`config.mk`:
```
export PLATFORM = sky130hd
export DESIGN_NAME = lfu_cache_table
export DESIGN_NICKNAME = d
export VERILOG_FILES = /design/src/hw/rtl/lfu_pkg.sv /design/src/hw/rtl/lfu_cache_table.sv
export SDC_FILE = /design/constraint.sdc
export NUM_CORES = 2
export LEC_CHECK = 0
export BUFFER_PORTS_ARGS = -buffer_cell sky130_fd_sc_hd__buf_2
export CAP_MARGIN = 5
export CORE_MARGIN = 2
export CORE_UTILIZATION = 55
export DETAILED_ROUTE_END_ITERATION = 6
export GPL_ROUTABILITY_DRIVEN = 0
export PLACE_DENSITY = 0.8
export SLEW_MARGIN = 20
export SYNTH_ARGS = -nofsm -noshare
export SYNTH_HDL_FRONTEND = slang
export SYNTH_SLANG_ARGS = --single-unit
```
`constraint.sdc`:
```
create_clock -name clk -period 15.8 [get_ports clk]
set_input_delay 1.58 -clock clk [delete_from_list [all_inputs] [get_ports clk]]
set_output_delay 1.58 -clock clk [all_outputs]
set_load 0.1 [all_outputs]
```
`src/hw/rtl/lfu_pkg.sv`:
```
// Shared constants for the LFU cache table: field widths, opcodes and
// the reset value of the capacity register. No dependencies.
package lfu_pkg;

  localparam int KEY_W = 32;
  localparam int VAL_W = 32;
  localparam int CFG_W = 6;
  localparam logic [CFG_W-1:0] CAP_RESET = 6'd32;

  typedef enum logic {
    OP_GET = 1'b0,
    OP_PUT = 1'b1
  } op_t;

endpackage

```
`src/hw/rtl/lfu_cache_table.sv`:
```
// LFU cache table with LRU tie-break, built around one entry memory.
// Depends on lfu_pkg.
//
// Each beat on the slave side is one get or put; each gives one result beat.
// A new item is accepted only once the last one is through. One pass over
// the entry memory looks up the key and picks the victim; after a get hit
// or an enabled put, a second pass rewrites the recency ranks and the
// target entry, and a put that fills a free slot then writes the new entry.
// Each pass handles one entry per cycle, because the memory has a single read
// and a single write port. Valid entries are always slots 0..F-1 (F = entries
// held), so reset needs no clearing pass. The result beat waits in an output
// register while the table is updated and the next item is taken. A result
// still waiting on the master side holds the following item in its result
// state.
module lfu_cache_table #(
  parameter int CAPACITY   = 32,
  parameter int COUNT_BITS = 16
) (
  input  logic                        clk,
  input  logic                        rst,
  input  logic                        cfg_wr_en,
  input  logic [lfu_pkg::CFG_W-1:0]   cfg_wr_data,  // capacity_in_use
  input  logic                        s_tvalid,
  output logic                        s_tready,
  input  logic [63:0]                 s_tdata,      // key[31:0], value[63:32]
  input  logic [0:0]                  s_tuser,      // opcode
  output logic                        m_tvalid,
  input  logic                        m_tready,
  output logic [31:0]                 m_tdata,      // read_value
  output logic [0:0]                  m_tuser       // hit
);
  import lfu_pkg::*;

  localparam int AW = (CAPACITY > 1) ? $clog2(CAPACITY) : 1;
  localparam int FW = $clog2(CAPACITY + 1);
  localparam int CW = (FW > CFG_W) ? FW : CFG_W;
  localparam int CB = COUNT_BITS;
  localparam int EW = KEY_W + VAL_W + CB + AW;

  typedef enum logic [2:0] {ST_IDLE, ST_SCAN, ST_RES, ST_UPD, ST_INS} state_t;
  typedef enum logic [1:0] {MD_TOUCH, MD_EVICT, MD_INSERT} mode_t;

  state_t state;
  mode_t mode;
  logic [CFG_W-1:0] cap;
  logic [FW-1:0] fill;
  logic [FW-1:0] cnt;
  logic rd_v;
  logic [AW-1:0] rd_idx;
  op_t op;
  logic [KEY_W-1:0] key;
  logic [VAL_W-1:0] val;
  logic found;
  logic [AW-1:0] f_idx;
  logic [VAL_W-1:0] f_val;
  logic [AW-1:0] f_rank;
  logic v_ok;
  logic [AW-1:0] v_idx;
  logic [CB-1:0] v_cnt;
  logic [AW-1:0] v_rank;
  logic [AW-1:0] tgt;
  logic [AW-1:0] tgt_rank;

  logic [EW-1:0] mem [CAPACITY];
  logic [EW-1:0] rd_data;
  logic rd_en, wr_en;
  logic [AW-1:0] rd_addr, wr_addr;
  logic [EW-1:0] wr_data;

  logic [KEY_W-1:0] e_key;
  logic [VAL_W-1:0] e_val;
  logic [CB-1:0] e_cnt;
  logic [AW-1:0] e_rank;
  logic [CB-1:0] e_cnt_inc;
  logic more;
  logic ins_free;
  logic is_tgt;
  logic [AW-1:0] n_rank;
  logic [KEY_W-1:0] n_key;
  logic [VAL_W-1:0] n_val;
  logic [CB-1:0] n_cnt;
  logic out_free;
  logic res_upd;
  mode_t res_mode;

  assign {e_key, e_val, e_cnt, e_rank} = rd_data;
  assign e_cnt_inc = (e_cnt == {CB{1'b1}}) ? e_cnt : e_cnt + CB'(1);
  assign more = cnt < fill;
  assign ins_free = (CW'(fill) < CW'(cap)) && (CW'(fill) < CW'(CAPACITY));
  assign s_tready = (state == ST_IDLE);
  assign out_free = !m_tvalid || m_tready;
  assign res_upd = (op == OP_GET) ? found : (cap != '0);

  assign rd_en   = (state == ST_SCAN || state == ST_UPD) && more;
  assign rd_addr = cnt[AW-1:0];

  always_comb begin
    res_mode = MD_TOUCH;
    if (op == OP_PUT && !found) begin
      if (ins_free) begin
        res_mode = MD_INSERT;
      end else begin
        res_mode = MD_EVICT;
      end
    end
  end

  always_comb begin
    is_tgt = (mode != MD_INSERT) && (rd_idx == tgt);
    n_key  = e_key;
    n_val  = e_val;
    n_cnt  = e_cnt;
    n_rank = e_rank;
    if (mode == MD_INSERT) begin
      n_rank = e_rank + AW'(1);
    end else if (is_tgt) begin
      n_rank = '0;
      if (mode == MD_EVICT) begin
        n_key = key;
        n_val = val;
        n_cnt = CB'(1);
      end else begin
        n_cnt = e_cnt_inc;
        if (op == OP_PUT) begin
          n_val = val;
        end
      end
    end else if (e_rank < tgt_rank) begin
      n_rank = e_rank + AW'(1);
    end
    if (state == ST_INS) begin
      wr_en   = 1'b1;
      wr_addr = fill[AW-1:0];
      wr_data = {key, val, CB'(1), AW'(0)};
    end else begin
      wr_en   = (state == ST_UPD) && rd_v;
      wr_addr = rd_idx;
      wr_data = {n_key, n_val, n_cnt, n_rank};
    end
  end

  always_ff @(posedge clk) begin
    if (rd_en) begin
      rd_data <= mem[rd_addr];
    end
    if (wr_en) begin
      mem[wr_addr] <= wr_data;
    end
  end

  always_ff @(posedge clk) begin
    if (rst) begin
      state    <= ST_IDLE;
      cap      <= CAP_RESET;
      fill     <= '0;
      m_tvalid <= 1'b0;
      cnt      <= '0;
      rd_v     <= 1'b0;
      found    <= 1'b0;
      v_ok     <= 1'b0;
      mode     <= MD_TOUCH;
    end else begin
      if (cfg_wr_en) begin
        cap <= cfg_wr_data;
      end
      if (state == ST_RES && out_free) begin
        m_tvalid <= 1'b1;
      end else if (m_tvalid && m_tready) begin
        m_tvalid <= 1'b0;
      end
      case (state)
        ST_IDLE: begin
          if (s_tvalid) begin
            op    <= op_t'(s_tuser[0]);
            key   <= s_tdata[31:0];
            val   <= s_tdata[63:32];
            cnt   <= '0;
            rd_v  <= 1'b0;
            found <= 1'b0;
            v_ok  <= 1'b0;
            state <= ST_SCAN;
          end
        end
        ST_SCAN: begin
          if (rd_v) begin
            if (e_key == key) begin
              found  <= 1'b1;
              f_idx  <= rd_idx;
              f_val  <= e_val;
              f_rank <= e_rank;
            end
            if (!v_ok || e_cnt < v_cnt || (e_cnt == v_cnt && e_rank > v_rank)) begin
              v_ok   <= 1'b1;
              v_idx  <= rd_idx;
              v_cnt  <= e_cnt;
              v_rank <= e_rank;
            end
          end
          if (more) begin
            cnt    <= cnt + FW'(1);
            rd_v   <= 1'b1;
            rd_idx <= cnt[AW-1:0];
          end else begin
            rd_v  <= 1'b0;
            state <= ST_RES;
          end
        end
        ST_RES: begin
          if (out_free) begin
            m_tuser[0] <= found;
            m_tdata    <= (op == OP_GET && found) ? f_val : '0;
            cnt        <= '0;
            rd_v       <= 1'b0;
            mode       <= res_mode;
            if (res_mode == MD_EVICT) begin
              tgt      <= v_idx;
              tgt_rank <= v_rank;
            end else begin
              tgt      <= f_idx;
              tgt_rank <= f_rank;
            end
            state <= res_upd ? ST_UPD : ST_IDLE;
          end
        end
        ST_UPD: begin
          if (more) begin
            cnt    <= cnt + FW'(1);
            rd_v   <= 1'b1;
            rd_idx <= cnt[AW-1:0];
          end else begin
            rd_v  <= 1'b0;
            state <= (mode == MD_INSERT) ? ST_INS : ST_IDLE;
          end
        end
        ST_INS: begin
          fill  <= fill + FW'(1);
          state <= ST_IDLE;
        end
        default: begin
          state <= ST_IDLE;
        end
      endcase
    end
  end

endmodule

```
# After elaboration in Yosys (flattened, before gate mapping)
# Memories as Yosys holds them, arrays and structs flattened. A register that Yosys moved wholly into a read port is not among the register bits.
# Cells that the tools add are included.
# totals
register_bits	208
mem_bits_rw	2720
inputBits	76
wordCells	136
memories	1
# mem_list
name	depth	width	rd	rd_ports_with_merged_regs	write_ports	line	source
mem	32	85	1	1	1	lfu_cache_table.sv:64	logic [EW-1:0] mem [CAPACITY];
# op_classes
addsub	4
order_cmp	6
eq_ne	20
n_mux	47
bitwise	2
n_reduce_logical	33
# op_table
op	n
32-bit 2-to-1 mux	7
85-bit 2-to-1 mux	1
16-bit 2-to-1 mux	4
32-bit == test	1
5-bit 2-to-1 mux	6
4-bit AND reduction	6
6-bit 2-to-1 mux	3
6-bit one-hot mux with 3 select lines	1
16-bit by 1-bit adder with 16-bit output, second input constant	1
16-bit == test	1
16-bit == test, second input constant	1
16-bit less-than comparator	1
3-bit 2-to-1 mux	5
1-bit 2-to-1 mux	13
6-bit by 1-bit adder with 6-bit output, second input constant	2
6-bit less-than comparator	2
2-bit != test, second input constant	6
3-bit one-hot mux with 4 select lines	1
3-bit AND reduction	4
1-bit logical AND	9
3-bit by 2-bit == test with 1-bit output, second input constant	2
6-bit less-than comparator, second input constant	1
2-bit 2-to-1 mux	3
2-bit by 1-bit != test with 1-bit output, second input constant	3
19 further kinds	28

# Logic depth before layout (Yosys ltp)
# depth
word_depth	6
mapped_depth	9
mapped_depth_nobuf	8

# Least setup slack after synthesis
# No wires, ideal clock.
# synth_timing
kind	flip-flop to flip-flop
start	register state[2]
end	memory mem[16][0] (netlist name), enable pin
setup_time_ps	529
arrival_time_ps	5209
t_required_ps	15271
slack_ps	10062
stages_incl_launch_ff	8
period_less_slack_ps	5738
cell_sequence	dfxtp_1 > clkbuf_1 > or3b_1 > clkbuf_1 > clkbuf_1 > o31ai_1 > nand2_1 > nor2_1
# synth_between
elab_chain_len	5
# synth_rtl
element	line	source
start: declaration	lfu_cache_table.sv:43	state_t state;
start signal: assignment	lfu_cache_table.sv:222	state <= res_upd ? ST_UPD : ST_IDLE;
start signal: assignment	lfu_cache_table.sv:232	state <= (mode == MD_INSERT) ? ST_INS : ST_IDLE;
3-bit by 2-bit == test with 1-bit output	lfu_cache_table.sv:136	wr_en = (state == ST_UPD) && rd_v;
1-bit logical AND	lfu_cache_table.sv:136	
1-bit 2-to-1 mux	lfu_cache_table.sv:131	if (state == ST_INS) begin
1-bit 2-to-1 mux	lfu_cache_table.sv:146	if (wr_en) begin
1-bit 2-to-1 mux (not written as such)	lfu_cache_table.sv:147	mem[wr_addr] <= wr_data;
end: declaration	lfu_cache_table.sv:64	
# Several ways; a longest one is shown, not always the timed one.

# Final worst setup path
# layout_timing
start	register cnt[0]
end	register rd_data[11], read port of mem, data pin
# layout_between
elab_chain_len	2
# layout_rtl
element	line	source
start: declaration	lfu_cache_table.sv:47	logic [FW-1:0] cnt;
start signal: assignment	lfu_cache_table.sv:200	cnt <= cnt + FW'(1);
start signal: assignment	lfu_cache_table.sv:227	cnt <= cnt + FW'(1);
6-bit less-than comparator	lfu_cache_table.sv:88	assign more = cnt < fill;
1-bit logical AND	lfu_cache_table.sv:94	assign rd_en = (state == ST_SCAN || state == ST_UPD) && more;
end: declaration	lfu_cache_table.sv:65	logic [EW-1:0] rd_data;
# Several ways; a longest one is shown, not always the timed one.
# A chain may end at the register's enable or synchronous reset.

==> impl_results.md <==
- Row Count: 168
- Max clock buf depth: 4
- Crit-path max FO: 46
- DP HPWL: 146000 um
- Sequential Power Share: 54.7%
- Power share of the clock group: 44.8%
- Number of global-route vias before repair: 60400
- Layout cells sized above 1: 27.7%
- Fmax: 166 MHz
- CTS tree: built
- Fill cell count: 13100
- Tot GR Track Use: 28.7%
- Mapped cell area: 116000 um^2
- MaxCap Viol Count: 0
- Total CTS buffers: 308
- Cts hold-fix bufs: 0
- Drt total wl: 308000 um
- Post-route DRC: 0
- Leading area contributor after synthesis: edfxtp_1
- Core Box Area: 210000 um^2
- CTS Root Cell: clkbuf_16
- Sw Ratio: 19.4%
- Worst Path Required: 16.52 ns
- Period utilization: 38.2%
- Area delta synth->final: 12.1%
- I/O pin cnt: 111
- Status: finished, final reports clean
- HP Class: reg2reg
- Post-synth top flop: edfxtp_1
- Avg Inst Size Synth: 22.1 um^2
- Synth top area cells: edfxtp_1 77%, mux4_2 14%, mux2_2 1.5%
- Syn nets: 5348
- Comb pwr share: 0.6%
- Die area: 214000 um^2
- 1st-iter DRT viols: 10000
- Setup crit end kind: register
- YS warnings: 0
- Critical Path Start Type: register
- Worst-Margin Slew: 1.23 ns
- Avg Vias per Cell: 6.87
- Cell Pwr Density: 122 nW/um^2
- Commonest cells post-synth: 2986 x edfxtp_1, 698 x mux4_2, 303 x nor2_1
- Yosys top cell area share: 77.4%
- Post-layout min period: 6.03 ns
- Global-route wire length before repair: 439000 um
- DR pass1 iterations: 6
- Postcts setup bufs: 0
- DR vias: 58800
- Grt ovf: 0
- Antenna Nets Post-Route: 0
- LEAKAGE: 39.7 nW
- Post-CTS sizing: 0
- Distinct cells, synth: 60
- H-tree depth: 5
- Max rail drop VDD: 106 uV
- Switch Pwr: 0.00309 W
- Post-synth EDFFs: 2986
- Hold Violations, Final: 0
- Async set-reset flop share out of synthesis: 0%
- Critical path arrival: 6.76 ns
- CP Class: reg2reg
- Cells after Synth: 5233
- Die H: 463 um
- Port bufs: 110
- Setup TNS: 0 ns
- Synthesis-stage register bit count: 3013
- RSZ-0062 raised after global routing: no
- WHS: 0.422 ns
- Max-slew headroom: 18.0%
- CTS sink count: 3013
- Register area share after synthesis: 77.9%
- Pins Over Slew Limit: 0
- Fin Clk Skew: 0.0609 ns
- Clock-pin slew on the worst setup and hold paths: 0.06 ns
- Detailed-route wire length per cell: 36.0 um
- Setup-failing EPs final: 0
- Initial antenna violation count: 7
- Largest net degree at the start of global routing: 124
- Cell Int Power: 0.0128 W
- Initial core utilization: 55.3%
- Die Width: 463 um
- Final nets: 5640
- Leading cell type by number of instances after synthesis: edfxtp_1
- Clock Latency Late Sink: 0.97 ns
## worst paths after layout
path               start          end  slack (ns)  cells past startpoint
max               cnt[0]  rd_data[11]        9.77                      7
min          rd_data[28]     f_val[7]        0.42                      0
max reg2reg       cnt[0]  rd_data[11]        9.77                      7
min reg2reg  rd_data[28]     f_val[7]        0.42                      0
## through the flow
step | instances | worst slack (ns) | total power, W | utilization [%] | instance area, um^2
2_1_floorplan | 5233 | 10.06 | 0.00891 | - | 116000
3_3_place_gp | 8017 | 9.73 | 0.00896 | 57.3 | 120000
3_5_place_dp | 8017 | 9.68 | 0.00896 | 57.3 | 120000
4_1_cts | 8547 | 9.60 | 0.0160 | 61.9 | 130000
5_1_grt | 8551 | 9.24 | 0.0162 | 62.0 | 130000
6_report | 8557 | 9.77 | 0.0159 | 62.0 | 130000
## worst max-delay path, cell delays in order, from the launching register on
cell and delay [ns]:
dfxtp_4 0.84, buf_4 0.85, buf_4 0.88, buf_4 0.85, buf_4 0.83, mux4_2 0.63
mux4_2 0.53, o21a_1 0.19
## logic make-up (layout without fill, tap and decap cells)
| logic type | count (synthesis) | after routing | synth area share, % |
|---|---|---|---|
| AO/OA/AOI/OAI | 323 | 323 | 1.89 |
| XOR/XNOR | 41 | 41 | 0.310 |
| multiplexers | 984 | 984 | 16.2 |
| adder cells (fa/ha/maj) | 39 | 39 | 0.421 |
| flip-flops | 3013 | 3013 | 77.9 |
| other | 0 | 7 | 0 |
| AND/OR/NAND/NOR | 523 | 523 | 2.07 |
| buffers and inverters | 310 | 822 | 1.23 |
## cell type report
cell class | instances | area, um^2 | area share (%)
antenna | 7 | 17.5 | 0.0135
clock buffer | 375 | 8130 | 6.26
clock inverter | 155 | 1490 | 1.15
inverter | 45 | 176 | 0.136
multi-input combinational | 1910 | 24700 | 19.0
sequential | 3013 | 90200 | 69.5
tap | 2805 | 3510 | 2.70
timing repair buffer | 247 | 1680 | 1.29
## state kept, by name, indices dropped and copies added (netlist names), 6 cells and up
register,count
cap,6
cnt,6
f_val,32
fill,6
key,32
m_tdata,32
mem,2720
rd_data,85
v_cnt,16
val,32
## power groups by stage
| stage | Clock [W] | Sequential (W) | Combinational (W) |
|---|---|---|---|
| 6_report | 0.00712 | 0.00870 | 0.0000943 |
| 5_1_grt | 0.00744 | 0.00869 | 0.000101 |
| 4_1_cts | 0.00717 | 0.00870 | 0.0000946 |
| 3_3_place_gp | 0 | 0.00887 | 0.0000916 |
| 3_5_place_dp | 0 | 0.00887 | 0.0000936 |
| 2_1_floorplan | 0 | 0.00888 | 0.0000359 |
## layout by cell type, fill, tap and decap left out, types with 9 or more instances in the layout
cell / n
o22ai_1: 90
a221oi_1: 14
dfxtp_1: 22
mux2_2: 159
nor2_4: 32
xor2_1: 35
o21a_1: 25
edfxtp_1: 2986
mux4_2: 698
buf_2: 110
clkinvlp_4: 10
ha_1: 39
clkinv_2: 44
clkbuf_1: 59
nand2_1: 46
nand2b_1: 17
a21o_1: 14
nand4_1: 15
and2_1: 33
inv_6: 9
clkinv_1: 62
a21oi_1: 41
a211oi_1: 43
mux2i_1: 119
o21ai_0: 18
nor2_1: 270
a22oi_1: 22
buf_4: 129
nor3_1: 9
nor2b_1: 26
nor4_1: 13
bufinv_16: 29
inv_1: 43
clkbuf_16: 316
nand3_1: 20
## per-layer routing
metal / vias up / share of wire [%] / GRT usage (%)
met2: 4961 / 48 / 45.1
li1: 22500 / - / -
met3: 907 / 14 / 7.66
met4: 10 / 4.4 / 11.6
met1: 30400 / 34 / 38.7
met5: - / 0.022 / 0
(Power assumes the default switching activity.)
